**src/rtl/core/pfn_pkg.sv**
```systemverilog
// ============================================================================
// pfn_pkg: shared types and constants for the 2D Perlin fBm noise unit
// Fixed-point constants, register reset values, item kinds, sequencer steps.
// ============================================================================
`default_nettype none

package pfn_pkg;

  // Lattice tables
  localparam int TABLE_SIZE = 256;

  // Octave limit default
  localparam int DEFAULT_MAX_OCTAVES = 16;

  // Register reset values
  localparam logic [23:0] RST_BASE_FREQ   = 24'd65536;
  localparam logic [23:0] RST_LACUNARITY  = 24'd131072;
  localparam logic [23:0] RST_PERSISTENCE = 24'd32768;
  localparam logic [23:0] RST_BASE_AMP    = 24'd65536;
  localparam logic [4:0]  RST_OCT_COUNT   = 5'd4;
  localparam logic [3:0]  RST_CONTRAST    = 4'd1;
  localparam logic [23:0] RST_NOISE_SCALE = 24'd65536;

  // Q.16 fixed-point constants
  localparam int QUOT_LIM = 262144;  // 4.0

  // Input item kinds
  typedef enum logic [1:0] {
    KIND_PERM = 2'd0,
    KIND_GRAD = 2'd1,
    KIND_EVAL = 2'd2
  } kind_e;

  // Configuration register indexes
  typedef enum logic [2:0] {
    REG_BASE_FREQ   = 3'd0,
    REG_LACUNARITY  = 3'd1,
    REG_PERSISTENCE = 3'd2,
    REG_BASE_AMP    = 3'd3,
    REG_OCT_COUNT   = 3'd4,
    REG_CONTRAST    = 3'd5,
    REG_NOISE_SCALE = 3'd6
  } reg_e;

  // Sequencer steps; the octave steps from ST_SX to ST_FRQ run in order
  typedef enum logic [5:0] {
    ST_IDLE,
    ST_SX, ST_SY,
    ST_FX1, ST_FX2, ST_FX3, ST_FX4,
    ST_FY1, ST_FY2, ST_FY3, ST_FY4,
    ST_D00A, ST_D00B, ST_D10A, ST_D10B,
    ST_D01A, ST_D01B, ST_D11A, ST_D11B,
    ST_L0, ST_L1, ST_L2, ST_L3,
    ST_N, ST_TM, ST_AMP, ST_FRQ,
    ST_NXT, ST_CHK,
    ST_DINIT, ST_DIV, ST_DEND,
    ST_PMUL, ST_PCAP,
    ST_SMUL, ST_SCAP,
    ST_FIN
  } step_e;

  // Controller to datapath commands
  typedef struct packed {
    step_e step;
    logic  err;
    logic  load_out;
  } cmd_t;

  // Datapath to controller status
  typedef struct packed {
    logic amp_zero;
  } status_t;

endpackage

`default_nettype wire

```
**src/rtl/core/pfn_ctrl.sv**
```systemverilog
// ============================================================================
// pfn_ctrl: sequencer for the noise unit
// Steps the datapath through octaves, division, power and scaling.
// ============================================================================
`default_nettype none

module pfn_ctrl #(
  parameter int CNT_W = 5,
  parameter int DIV_W = 51
) (
  input  wire logic              clk_i,
  input  wire logic              rst_ni,
  input  wire logic              in_valid_i,
  input  wire pfn_pkg::kind_e    in_kind_i,
  output logic                   in_ready_o,
  output logic                   out_valid_o,
  input  wire logic              out_ready_i,
  input  wire logic [CNT_W-1:0]  eff_count_i,
  input  wire logic [3:0]        contrast_i,
  input  wire pfn_pkg::status_t  status_i,
  output pfn_pkg::cmd_t          cmd_o
);

  localparam int DC_W = (DIV_W > 1) ? $clog2(DIV_W) : 1;

  pfn_pkg::step_e   state_q, state_d;
  logic [CNT_W-1:0] oct_q, oct_d;
  logic [DC_W-1:0]  div_q, div_d;
  logic [3:0]       pow_q, pow_d;
  logic             err_q, err_d;
  logic             out_valid_q, out_valid_d;
  logic             start;
  logic             can_load;

  assign start    = (state_q == pfn_pkg::ST_IDLE) && in_valid_i
                    && (in_kind_i == pfn_pkg::KIND_EVAL);
  assign can_load = !out_valid_q || out_ready_i;

  // Next state
  always_comb begin
    state_d = state_q;
    unique case (state_q)
      pfn_pkg::ST_IDLE: begin
        if (start) begin
          state_d = (eff_count_i == '0) ? pfn_pkg::ST_FIN : pfn_pkg::ST_SX;
        end
      end
      pfn_pkg::ST_SX, pfn_pkg::ST_SY, pfn_pkg::ST_FX1, pfn_pkg::ST_FX2,
      pfn_pkg::ST_FX3, pfn_pkg::ST_FX4, pfn_pkg::ST_FY1, pfn_pkg::ST_FY2,
      pfn_pkg::ST_FY3, pfn_pkg::ST_FY4, pfn_pkg::ST_D00A, pfn_pkg::ST_D00B,
      pfn_pkg::ST_D10A, pfn_pkg::ST_D10B, pfn_pkg::ST_D01A, pfn_pkg::ST_D01B,
      pfn_pkg::ST_D11A, pfn_pkg::ST_D11B, pfn_pkg::ST_L0, pfn_pkg::ST_L1,
      pfn_pkg::ST_L2, pfn_pkg::ST_L3, pfn_pkg::ST_N, pfn_pkg::ST_TM,
      pfn_pkg::ST_AMP, pfn_pkg::ST_FRQ: begin
        state_d = pfn_pkg::step_e'(state_q + 6'd1);
      end
      pfn_pkg::ST_NXT: begin
        state_d = (CNT_W'(oct_q + 1'b1) == eff_count_i) ? pfn_pkg::ST_CHK
                                                         : pfn_pkg::ST_SX;
      end
      pfn_pkg::ST_CHK: begin
        state_d = status_i.amp_zero ? pfn_pkg::ST_FIN : pfn_pkg::ST_DINIT;
      end
      pfn_pkg::ST_DINIT: state_d = pfn_pkg::ST_DIV;
      pfn_pkg::ST_DIV: begin
        if (div_q == DC_W'(DIV_W - 1)) begin
          state_d = pfn_pkg::ST_DEND;
        end
      end
      pfn_pkg::ST_DEND: begin
        state_d = (contrast_i == 4'd0) ? pfn_pkg::ST_SMUL : pfn_pkg::ST_PMUL;
      end
      pfn_pkg::ST_PMUL: state_d = pfn_pkg::ST_PCAP;
      pfn_pkg::ST_PCAP: begin
        state_d = (4'(pow_q + 1'b1) == contrast_i) ? pfn_pkg::ST_SMUL
                                                    : pfn_pkg::ST_PMUL;
      end
      pfn_pkg::ST_SMUL: state_d = pfn_pkg::ST_SCAP;
      pfn_pkg::ST_SCAP: state_d = pfn_pkg::ST_FIN;
      pfn_pkg::ST_FIN: begin
        if (can_load) begin
          state_d = pfn_pkg::ST_IDLE;
        end
      end
      default: state_d = pfn_pkg::ST_IDLE;
    endcase
  end

  // Counters, error flag and output valid
  always_comb begin
    oct_d       = oct_q;
    div_d       = div_q;
    pow_d       = pow_q;
    err_d       = err_q;
    out_valid_d = out_valid_q;
    if (out_ready_i) begin
      out_valid_d = 1'b0;
    end
    unique case (state_q)
      pfn_pkg::ST_IDLE: begin
        if (start) begin
          oct_d = '0;
          err_d = (eff_count_i == '0);
        end
      end
      pfn_pkg::ST_NXT:   oct_d = CNT_W'(oct_q + 1'b1);
      pfn_pkg::ST_CHK:   err_d = status_i.amp_zero;
      pfn_pkg::ST_DINIT: div_d = '0;
      pfn_pkg::ST_DIV:   div_d = DC_W'(div_q + 1'b1);
      pfn_pkg::ST_DEND:  pow_d = '0;
      pfn_pkg::ST_PCAP:  pow_d = 4'(pow_q + 1'b1);
      pfn_pkg::ST_FIN: begin
        if (can_load) begin
          out_valid_d = 1'b1;
        end
      end
      default: ;
    endcase
  end

  always_ff @(posedge clk_i or negedge rst_ni) begin
    if (!rst_ni) begin
      state_q     <= pfn_pkg::ST_IDLE;
      oct_q       <= '0;
      div_q       <= '0;
      pow_q       <= '0;
      err_q       <= 1'b0;
      out_valid_q <= 1'b0;
    end else begin
      state_q     <= state_d;
      oct_q       <= oct_d;
      div_q       <= div_d;
      pow_q       <= pow_d;
      err_q       <= err_d;
      out_valid_q <= out_valid_d;
    end
  end

  // Outputs
  always_comb begin
    in_ready_o     = (state_q == pfn_pkg::ST_IDLE);
    out_valid_o    = out_valid_q;
    cmd_o.step     = state_q;
    cmd_o.err      = err_q;
    cmd_o.load_out = (state_q == pfn_pkg::ST_FIN) && can_load;
  end

endmodule

`default_nettype wire

```
**config.mk**
```make
export PLATFORM = sky130hd
export DESIGN_NAME = pfn_ctrl
export DESIGN_NICKNAME = d
export VERILOG_FILES = /design/src/rtl/core/pfn_pkg.sv /design/src/rtl/core/pfn_ctrl.sv
export SDC_FILE = /design/constraint.sdc
export NUM_CORES = 1
export LEC_CHECK = 0
export CAP_MARGIN = 5
export CORE_MARGIN = 2
export CORE_UTILIZATION = 40
export DETAILED_ROUTE_END_ITERATION = 6
export DONT_BUFFER_PORTS = 1
export GPL_TIMING_DRIVEN = 0
export PLACE_DENSITY = 0.53
export SYNTH_ARGS = -nofsm -noshare
export SYNTH_HDL_FRONTEND = slang
export SYNTH_SLANG_ARGS = --single-unit
```
**constraint.sdc**
```tcl
create_clock -name clk_i -period 1.9 [get_ports clk_i]
set_clock_uncertainty 0.15 [all_clocks]
set_input_delay 0.285 -clock clk_i [delete_from_list [all_inputs] [get_ports clk_i]]
set_output_delay 0.285 -clock clk_i [all_outputs]
set_load 0.02 [all_outputs]
```
======== Word-level counts from Yosys, hierarchy flattened ========
Cells that the tools add are included.
cells by class
  add/subtract/negate cells ............... 4
  equal/unequal tests ..................... 43
  mux-type cells .......................... 18
  reduce and logical (&&, ||, !) cells .... 16
operators with widths
  kind                 number
  $eq 6x5->1 const B   16
  $pmux 6 s12          1
  $eq 6x4->1 const B   8
  $eq 6x6->1 const B   6
  $mux 6               5
  $reduce_or 26->1     1
  $eq 6x3->1 const B   4
  $add 6x1->6 const B  2
  $eq 6x2->1 const B   2
  $pmux 6 s2           1
  $mux 5               2
  $pmux 5 s2           1
  $pmux 4 s2           1
  $reduce_bool 2->1    4
  $eq 6x1->1 const B   1
  $logic_not 6->1      1
  $add 5x1->5 const B  1
  $eq 5x5->1           1
  $logic_not 5->1      1
  $add 4x1->4 const B  1
  $eq 4x4->1           1
  $logic_not 4->1      1
  $mux 1               4
  $mux 2               2
  other kinds (9)      13
storage, ports and cells
  register bits after elaboration ......... 23
  logic and storage cells ................. 87

======== Logic depth before layout (Yosys ltp) ========
Gate-level depths: netlist of the first run.
  word-level depth ........................ 5
  gate-level depth with buffers ........... 8

======== Worst setup path after synthesis of the first run ========
OpenSTA, ideal clock, no wires.
  path type ............................... reg2reg
  from .................................... reg state_q[0]
  to ...................................... reg state_q[0]
  library setup time ...................... 0.126 ns
  arrival time ............................ 1.985 ns
  slack ................................... -0.361 ns
  cell stages (with the launch flop) ...... 9
  clock period less this slack ............ 2.261 ns
  cell sequence ........................... dfrtp_1 > inv_1 > ha_1 > buf_6 > nor3_2 > nand2b_1 > a211oi_4 > a21boi_4 > a221o_1
on the way
  cells in the longest elaborated chain, start to end .. 5
  elaborated cells between the ends (all ways) .. 46
RTL lines
  element                                              line             RTL
  start: declaration                                   pfn_ctrl.sv:26   pfn_pkg::step_e state_q, state_d;
  start signal: assignment                             pfn_ctrl.sv:123  state_q <= pfn_pkg::ST_IDLE;
  start signal: assignment                             pfn_ctrl.sv:130  state_q <= state_d;
  branches (longest 5 deep; another with $add 6x1->6)  --
Several ways; the timed one is not identified.
A chain may end at the register's enable or synchronous reset.

======== Final worst setup path of the first run ========
Same ends and word-level chain as after synthesis.

==> impl_results.md, run 1 <==
* Status: finished, violations left
* Failing checks: negative setup slack
* Antenna violations before repair at 0
* Finished Cell Area at 2220 sq um
* Largest family of logic cells by synthesized area: simple AND/OR/NAND/NOR gates
* WL/cell at 17.9 um
* Initial DRC count at 79
* CTS tree: built
* Crit path max-delay family: compound AO/OA/AOI/OAI gates
* # clock sinks at 23
* Actual slew at the worst max-slew pin at 0.350 ns
* Syn Nets at 197
* Vias at 1468
* Min Clock Period, post-route at 2.16 ns
* H-Tree Level Count at 1
* CTS Root Cell: clkbuf_8
* Clock Latency Late Sink at 0.28 ns
* Synthesis-to-finish area growth at 32.4%
* Depth of the most critical reg-to-reg path at 7
* Critical Path RT at 1.92 ns
* I/O pin total at 26
* RSZ-0062 raised after global routing: true
* Drc violations at 0
* Fin cells at 255
* Critical Path Stages at 7
* VDD IR max at 229 uV
* Total gr overflow at 0
* Synth cell types at 48
* Synth top area share at 34.3%
* Post-Syn Instances at 173
* Register bit count reported by yosys at 23
* Hold slack at 0.0174 ns
* Nets at 230
* Maximum clock frequency at 0.464 GHz
* Yosys warning count at 0
* Die Width at 68.8 um
* CP arrival at 2.17 ns
* Vias in the first global route at 1430
* FF-to-FF setup slack at -0.26 ns
* First-pass iteration count of the detailed router at 4
* Total power at 0.867 mW
* Max-cap violations at 0
* Simple-gate share of the synthesized area at 21.7%
* Filler cell count at 346
* Number of diodes at 0
* Vert. Die Dim at 68.8 um
* DR vias/cell at 5.76
* CP Cell Sequence: inv_4, ha_4, nor3_1, o22ai_2, nand2_2, o221ai_1, a221o_1
* Ys async rst share at 100%
* Reg2Reg Capture Point: state_q[0]$_DFFE_PN0P_
* Worst flop-to-flop path startpoint: state_q[0]$_DFFE_PN0P_
* Post-placement cell count at 223
* Port-buffer cells at 0
* Synth Cell Area at 1680 sq um
* Worst slew margin at 76.4%
* Post-synth EDFFs at 0
* Syn avg cell area at 9.71 sq um
* Share of layout cells above drive strength 1 at 37.1%
* Max Slew Vio Count at 0
* Leak at 0.940 nW
* Hold Path Class: in -> reg
* Initial Util at 41.7%
* Max FO, Critical Path at 6
* Row Count at 23
* Pin count of the biggest net entering global routing at 24
* Post-synth top flop: dfrtp_1
* Core area at 4030 sq um
* Post-synthesis mux area share at 1.94%
* Placed Area at 1780 sq um
* Num CTS Buffers at 3
* Largest area contributor in the netlist: dfrtp_1
* WHS Endpoint: err_q$_DFFE_PN0P_
* Final ANT Viol Nets at 0
* Worst hold start: status_i
* CP Class: reg -> reg
* Worst setup margin at -0.256 ns
* Worst path max stage delay at 0.58 ns
* Post-synthesis xor/xnor area fraction at 11.6%
* GP Congestion at 0.819
* Synth Area in Compound Gates at 20.0%
* Area contributors post-synth: dfrtp_1, ha_1, xnor2_1
* First-pass GRT wire length at 6880 um
* DPL Wire Length at 2840 um
* Endpoints failing hold at 0
* Clk buf depth at 2
* Post-synthesis adder-cell area fraction at 5.96%
* Fin crit share at 113%
* Buffers and inverters on the worst path at 1
* Final wirelength at 4560 um
* Clk pin slew, worst setup/hold paths at 0.10 ns
* Seq/Total Area, Yosys at 34.3%
* Total track usage at 19.3%
* Die footprint at 4740 sq um
* Startpoint types: flip-flop
* PD cells at 390 nW/um^2
* Critical Path End Type: flip-flop
* Hold Path Stages at 2
* Slowest stage cell, crit path: dfrtp_2
* Final setup viols at 6
-- cell usage in the layout, fill, tap and decap left out, types with 2 or more instances in the layout --
cell       n
o31ai_1    2
nand3_1    9
nor4_1     2
clkbuf_8   3
xor2_1     6
o21ai_1    5
o21ai_0   12
inv_4      2
dfrtp_1   18
nor3_4     2
nand2_1   16
nand4b_1   2
nand4_1    3
dfrtp_2    5
a22o_1     4
nor2_1     6
and3_1     3
nand2b_1   4
ha_4       5
o211ai_1   5
buf_6      7
ha_1       3
a21oi_4    2
inv_1      2
buf_12     2
buf_4     23
xnor2_1   11
nor3_2     2
nor3_1     2
nand2_2    2
-- kinds of logic after synthesis --
| family | count (synthesis) |
|---|---|
| compound gates | 46 |
| xor+xnor | 19 |
| fa+ha+maj | 8 |
| buf+inv | 12 |
| flops | 23 |
| mux | 3 |
| simple gates | 62 |
-- registers in the layout, summed over array words and instances, names as in the netlist --
signal	cells
div_q	6
state_q	6
oct_q	5
pow_q	4
err_q	1
out_valid_o	1
-- synth_stat cells, drive strengths merged, types with 2 or more instances --
master,instances
a21oi,3
inv,5
nor2,6
nand2,19
xnor2,11
xor2,6
a22o,4
dfrtp,23
o211ai,5
nand4,3
nand4b,2
nor4,2
buf,7
and2,2
o21ai,19
o31ai,2
o221a,2
nand3,9
a21boi,2
nand2b,5
and3,3
nor3,6
mux2,2
ha,8
-- where the power goes --
part	total [mW]	internal (mW)	switching [mW]
registers	0.489	0.489	0.000000000000000176
clock network	0.339	0.149	0.190
logic	0.0388	0.0194	0.0194
-- what timing repair did --
action                                 4_1_cts  5_1_grt
setup endpoints to repair                   19       19
buffers inserted                            15       12
pin swaps                                   16       15
hold buffers                                 2        0
endpoints found under the hold margin       23        0
cloned                                       1        0
resized for setup                           21       23
-- stage by stage --
stage          setup TNS, ns  utilization [%]  worst slack, ns
4_1_cts                -1.06             50.1           -0.213
5_1_grt                -1.73             55.2           -0.327
3_3_place_gp           -2.54             44.2           -0.339
3_5_place_dp           -2.73             44.2           -0.328
2_1_floorplan         -0.135                -           -0.135
6_report               -1.20             55.2           -0.256
-- cell type report --
type / instances / area, sq um / area share, %
multi-input cells: 138 / 1190 / 53.4
flip-flops and latches: 23 / 582 / 26.2
repair buffers: 30 / 263 / 11.8
well taps: 50 / 62.6 / 2.81
plain buffers: 5 / 48.8 / 2.19
clock buffers: 3 / 41.3 / 1.86
inverters: 5 / 31.3 / 1.41
clock inverters: 1 / 7.51 / 0.337
-- how the worst max path moves through the flow --
| stage | from | to | slack [ns] |
|---|---|---|---|
| CTS | state_q[0]$_DFFE_PN0P_ | state_q[0]$_DFFE_PN0P_ | -0.21 |
| global route | state_q[0]$_DFFE_PN0P_ | state_q[0]$_DFFE_PN0P_ | -0.33 |
| detailed placement | state_q[0]$_DFFE_PN0P_ | state_q[0]$_DFFE_PN0P_ | -0.33 |
| global placement | state_q[0]$_DFFE_PN0P_ | state_q[0]$_DFFE_PN0P_ | -0.34 |
| floorplan | state_q[0]$_DFFE_PN0P_ | state_q[0]$_DFFE_PN0P_ | -0.14 |
| finish | state_q[0]$_DFFE_PN0P_ | state_q[0]$_DFFE_PN0P_ | -0.26 |
-- per-layer routing --
layer | vias to the layer above | track usage (%) | share of wire [%]
met5 | - | 0 | 0
met4 | 0 | 4.66 | 0.92
met3 | 5 | 3.57 | 6.0
met2 | 36 | 31.5 | 50
met1 | 732 | 26.5 | 43
li1 | 695 | - | -
(Power assumes the default switching activity.)
==> inputs of run 2 (changes only) <==
--- a/config.mk
+++ b/config.mk
@@ -11,7 +11,7 @@
 export DETAILED_ROUTE_END_ITERATION = 6
 export DONT_BUFFER_PORTS = 1
 export GPL_TIMING_DRIVEN = 0
-export PLACE_DENSITY = 0.53
+export PLACE_DENSITY = 0.68
 export SYNTH_ARGS = -nofsm -noshare
 export SYNTH_HDL_FRONTEND = slang
 export SYNTH_SLANG_ARGS = --single-unit
==> run 2 against run 1 <==
Net effect:
- the flow still finishes with violations (negative setup slack)
- final area is 6.0% lower
- hold slack improved by 0.00058 ns
- register-to-register slack better by 0.05 ns
- critical endpoint unchanged
- sequential share of layout area grew 1.7 points
- utilization decreased by 3.3 points
- worst setup slack gained 0.051 ns
- power decreased by 3.5%
- final cell count decreased by 3.9%
- fmax is 2.4% higher
- sequential power about the same
- clock power is 6.8% lower
==> impl_results.md, run 2 (synthesized netlist as in run 1, its figures left out) <==
* Final setup viols at 10
* FF-to-FF setup slack at -0.20 ns
* Nets at 220
* Num CTS Buffers at 3
* Initial Util at 41.7%
* Final wirelength at 4020 um
* CP dominant cell by count: buf_4
* GP Congestion at 0.862
* Total track usage at 18.3%
* CP Cell Sequence: ha_4, buf_4, nand2_4, nor3_4, buf_4, a211oi_4, a21boi_4, a221o_1
* Vias in the first global route at 1422
* Internal at 0.650 mW
* CTS Root Cell: clkbuf_8
* Critical Path RT at 1.91 ns
* CTS tree: built
* Comb power frac at 3.7%
* Core area at 4030 sq um
* Fin cells at 245
* Worst path max stage delay at 0.54 ns
* Post-placement cell count at 223
* Final ANT Viol Nets at 0
* Sw Ratio at 22.3%
* Clock Latency Late Sink at 0.27 ns
* Pin count of the biggest net entering global routing at 24
* Setup TNS at -0.996 ns
* Hold slack at 0.0179 ns
* Clk pin slew, worst setup/hold paths at 0.09 ns
* Max FO, Critical Path at 9
* Min Clock Period, post-route at 2.10 ns
* Port-buffer cells at 0
* Max-cap violations at 0
* Most frequent cells in the layout: buf_4, dfrtp_1, nand2_1, o21ai_0, xnor2_1
* DR vias/cell at 5.69
* Clk pwr share at 37.8%
* RSZ-0062 raised after global routing: true
* Initial DRC count at 87
* Drc violations at 0
* Die footprint at 4740 sq um
* Worst slew margin at 27.5%
* CP Class: reg -> reg
* Share of layout cells above drive strength 1 at 33.8%
* Fin crit share at 111%
* First-pass GRT wire length at 6400 um
* Actual slew at the worst max-slew pin at 1.08 ns
* Final Util at 51.9%
* H-Tree Level Count at 1
* Maximum clock frequency at 0.475 GHz
* Leak at 0.866 nW
* Flop pwr share at 58.5%
* Max Slew Vio Count at 0
* I/O pin total at 26
* Startpoint types: flip-flop
* # clock sinks at 23
* Filler cell count at 365
* Slowest stage cell, crit path: dfrtp_2
* Vert. Die Dim at 68.8 um
* Hold Path Class: in -> reg
* Endpoints failing hold at 0
* Worst setup margin at -0.204 ns
* Failing checks: negative setup slack
* Total power at 0.836 mW
* Commonest non-fill, non-tap cell in the layout: buf_4
* VDD IR max at 219 uV
* Clk buf depth at 2
* Top flop regs: div_q x6, state_q x6, oct_q x5
* Pre-CTS setup slack at -0.354 ns
* Placed Area at 1780 sq um
* First-pass iteration count of the detailed router at 4
* Die Width at 68.8 um
* Antenna violations before repair at 0
* Status: finished, violations left
* PD cells at 400 nW/um^2
* Vias at 1393
* DPL Wire Length at 2860 um
* WL/cell at 16.4 um
* Synthesis-to-finish area growth at 24.4%
* CP arrival at 2.11 ns
* Total gr overflow at 0
* Critical Path End Type: flip-flop
* Row Count at 23
* Finished Cell Area at 2090 sq um
* Number of diodes at 0
* Psw at 0.187 mW
[run 2: layer usage]
layer / track usage (%) / up-vias / share of wire, %
met2: 35.1 / 27 / 53
met3: 3.25 / 4 / 4.3
met5: 0 / - / 0
li1: - / 681 / -
met4: 5.15 / 0 / 0.85
met1: 20.5 / 681 / 42
[run 2: timing repair]
action | in CTS | in global routing
gates resized for setup | 25 | 9
buffers inserted | 16 | 2
endpoints found under the hold margin | 23 | 0
endpoints found under the setup margin | 18 | 15
hold buffers | 1 | 0
pin swaps | 14 | 7
[run 2: worst paths after layout]
| path | start | endpoint | cells past startpoint |
|---|---|---|---|
| worst max-delay path | state_q[0]$_DFFE_PN0P_ | state_q[0]$_DFFE_PN0P_ | 8 |
| min in group asynchronous | rst_ni | oct_q[4]$_DFFE_PN0P_ | 1 |
| worst max register to register | state_q[0]$_DFFE_PN0P_ | state_q[0]$_DFFE_PN0P_ | 8 |
| worst min register to register | div_q[5]$_DFFE_PN0P_ | div_q[5]$_DFFE_PN0P_ | 1 |
| worst min-delay path | status_i | err_q$_DFFE_PN0P_ | 2 |
| max in group asynchronous | rst_ni | state_q[1]$_DFFE_PN0P_ | 1 |
[run 2: layout make-up]
| cell class | instances | area [sq um] | area share (%) |
|---|---|---|---|
| Buffer | 6 | 57.6 | 2.75 |
| Inverter | 5 | 28.8 | 1.38 |
| Clock buffer | 3 | 41.3 | 1.97 |
| Tap cell | 50 | 62.6 | 2.99 |
| Multi-Input combinational cell | 138 | 1170 | 55.8 |
| Timing Repair Buffer | 19 | 145 | 6.94 |
| Clock inverter | 1 | 5.00 | 0.239 |
| Sequential cell | 23 | 583 | 27.9 |
[run 2: power groups by stage]
stage	logic, mW	registers [mW]	clock network, mW
floorplan	0.0173	0.499	0
global placement	0.0189	0.499	0
detailed placement	0.0193	0.499	0
CTS	0.0323	0.489	0.328
global route	0.0355	0.489	0.349
finish	0.0313	0.489	0.316
[run 2: critical path: cells and delay by family (launching register included)]
family	cells	cell delay [ns]
compound gates	3	0.64
fa+ha+maj	1	0.20
simple gates	2	0.13
flops	1	0.54
buf+inv	2	0.33
==> inputs of run 3 (changes only) <==
--- a/config.mk
+++ b/config.mk
@@ -12,6 +12,7 @@
 export DONT_BUFFER_PORTS = 1
 export GPL_TIMING_DRIVEN = 0
 export PLACE_DENSITY = 0.68
+export SKIP_LAST_GASP = 1
 export SYNTH_ARGS = -nofsm -noshare
 export SYNTH_HDL_FRONTEND = slang
 export SYNTH_SLANG_ARGS = --single-unit
==> run 3 against run 2 <==
Net effect:
- the flow still finishes with violations (negative setup slack)
- hold slack got worse by 0.00064 ns
- count of clock-buffer cells in the layout unchanged
- power decreased by 0.20%
- sequential power about the same
- critical path depth unchanged
- combinational power about the same
- worst setup slack about the same
- fmax about the same
- final area decreased by 0.60%
- largest cell class unchanged
- largest power group unchanged
==> impl_results.md, run 3 (synthesized netlist as in run 1, its figures left out) <==
* Synthesis-to-finish area growth at 23.7%
* Vert. Die Dim at 68.8 um
* H-Tree Level Count at 1
* Flop pwr share at 58.6%
* VDD IR max at 219 uV
* Critical Path End: state_q[0]$_DFFE_PN0P_
* Worst flop-to-flop path startpoint: state_q[0]$_DFFE_PN0P_
* Core area at 4030 sq um
* Initial DRC count at 72
* Total gr overflow at 0
* Critical Path End Type: flip-flop
* Die Width at 68.8 um
* Final setup viols at 10
* Final ANT Viol Nets at 0
* Critical Path RT at 1.91 ns
* Worst hold start: status_i
* Worst setup margin at -0.204 ns
* CP arrival at 2.11 ns
* RSZ-0062 raised after global routing: true
* Startpoint types: flip-flop
* Endpoints failing hold at 0
* Row Count at 23
* CP Class: reg -> reg
* WL/cell at 16.4 um
* First-pass iteration count of the detailed router at 4
* DR vias/cell at 5.70
* Psw at 0.185 mW
* CTS tree: built
* Failing checks: negative setup slack
* Depth of the most critical reg-to-reg path at 8
* Crit path max-delay family: compound AO/OA/AOI/OAI gates
* Clk pin slew, worst setup/hold paths at 0.09 ns
* Critical Path Stages at 8
* Max FO, Critical Path at 9
* Commonest non-fill, non-tap cell in the layout: buf_4
* Crit. Startpoint: state_q[0]$_DFFE_PN0P_
* Hold Path Stages at 2
* Internal at 0.649 mW
* Max-cap violations at 0
* DPL Wire Length at 2860 um
* Worst path max stage delay at 0.54 ns
* Drc violations at 0
* Reg2Reg Capture Point: state_q[0]$_DFFE_PN0P_
* Placed Area at 1780 sq um
* Initial Util at 41.7%
* Port-buffer cells at 0
* Buffers and inverters on the worst path at 2
* Maximum clock frequency at 0.475 GHz
* Vias in the first global route at 1423
* Num CTS Buffers at 3
* Leak at 0.872 nW
* CP Cell Sequence: ha_4, buf_4, nand2_4, nor3_4, buf_4, a211oi_4, a21boi_4, a221o_1
* Share of layout cells above drive strength 1 at 32.7%
* Nets at 221
* Final Util at 51.6%
* Max Slew Vio Count at 0
* Total track usage at 18.4%
* I/O pin total at 26
* Pin count of the biggest net entering global routing at 24
* Clock Latency Late Sink at 0.27 ns
* Clk buf depth at 2
* CTS Root Cell: clkbuf_8
* Min Clock Period, post-route at 2.10 ns
* PD cells at 402 nW/um^2
* # clock sinks at 23
* Most frequent cells in the layout: buf_4, dfrtp_1, nand2_1, o21ai_0, xnor2_1
* Total power at 0.834 mW
* Die footprint at 4740 sq um
* Comb power frac at 3.8%
* Top flop regs: div_q x6, state_q x6, oct_q x5
* Vias at 1403
* FF-to-FF setup slack at -0.20 ns
* Finished Cell Area at 2080 sq um
* Number of diodes at 0
* GP Congestion at 0.862
* Fin crit share at 111%
* Clk pwr share at 37.6%
* Hold Path Class: in -> reg
* Actual slew at the worst max-slew pin at 1.09 ns
* First-pass GRT wire length at 6410 um
* Sw Ratio at 22.2%
* Status: finished, violations left
* Slowest stage cell, crit path: dfrtp_2
* Final wirelength at 4030 um
* Worst slew margin at 27.4%
* Antenna violations before repair at 0
* CP dominant cell by count: buf_4
run 3: cell count changes in the layout (fill, tap and decap cells not counted):
cell,before,now
o2bb2ai_2,1,0
buf_4,20,21
ha_4,5,4
ha_1,3,4
dfrtp_1,17,18
o2bb2ai_1,0,1
dfrtp_2,6,5
run 3: worst min path at each step:
stage                                       to  slack, ns
final                        err_q$_DFFE_PN0P_       0.02
after global routing         err_q$_DFFE_PN0P_       0.03
after CTS                    err_q$_DFFE_PN0P_       0.01
after detailed placement  oct_q[4]$_DFFE_PN0P_      -0.16
after global placement    oct_q[4]$_DFFE_PN0P_      -0.16
after floorplan           div_q[0]$_DFFE_PN0P_      -0.16
run 3: layer usage:
metal,global-route usage [%],vias up,part of all wire [%]
li1,-,684,-
met3,3.25,4,4.6
met5,0,-,0
met2,35.1,37,53
met4,5.15,0,0.84
met1,20.6,678,42
run 3: layout make-up:
type                       instances  area (sq um)
fill                             364          1950
multi-input combinational        138          1150
sequential                        23           582
timing repair buffer              20           153
tap                               50          62.6
buffer                             6          57.6
clock buffer                       3          41.3
inverter                           5          28.8
clock inverter                     1          5.00
run 3: worst reg2reg max path, delay by kind of cell, from the launching register on:
kind	cells	cell delay, ns
AND/OR/NAND/NOR	2	0.13
adder cells (fa/ha/maj)	1	0.21
AO/OA/AOI/OAI	3	0.64
buffers and inverters	2	0.33
flip-flops	1	0.54
run 3: per-stage QoR:
step	hold slack (ns)	setup WS (ns)	cells	setup TNS [ns]
CTS	0.0138	-0.196	243	-0.952
floorplan	-0.161	-0.135	173	-0.135
finish	0.0173	-0.204	246	-0.992
global route	0.0278	-0.269	246	-1.84
detailed placement	-0.160	-0.354	223	-2.33
global placement	-0.160	-0.297	223	-1.82
run 3: power by group through the flow:
stage	logic, mW	clock network, mW	registers, mW
2_1_floorplan	0.0173	0	0.499
3_3_place_gp	0.0189	0	0.499
3_5_place_dp	0.0193	0	0.499
4_1_cts	0.0323	0.328	0.489
5_1_grt	0.0355	0.349	0.489
6_report	0.0314	0.314	0.489
run 3: repair_timing:
item,4_1_cts,5_1_grt
endpoints found under the setup margin,18,15
gates resized for setup,23,7
hold buffers,1,0
pin swaps,13,6
hold endpoints to repair,23,0
setup buffers,16,3
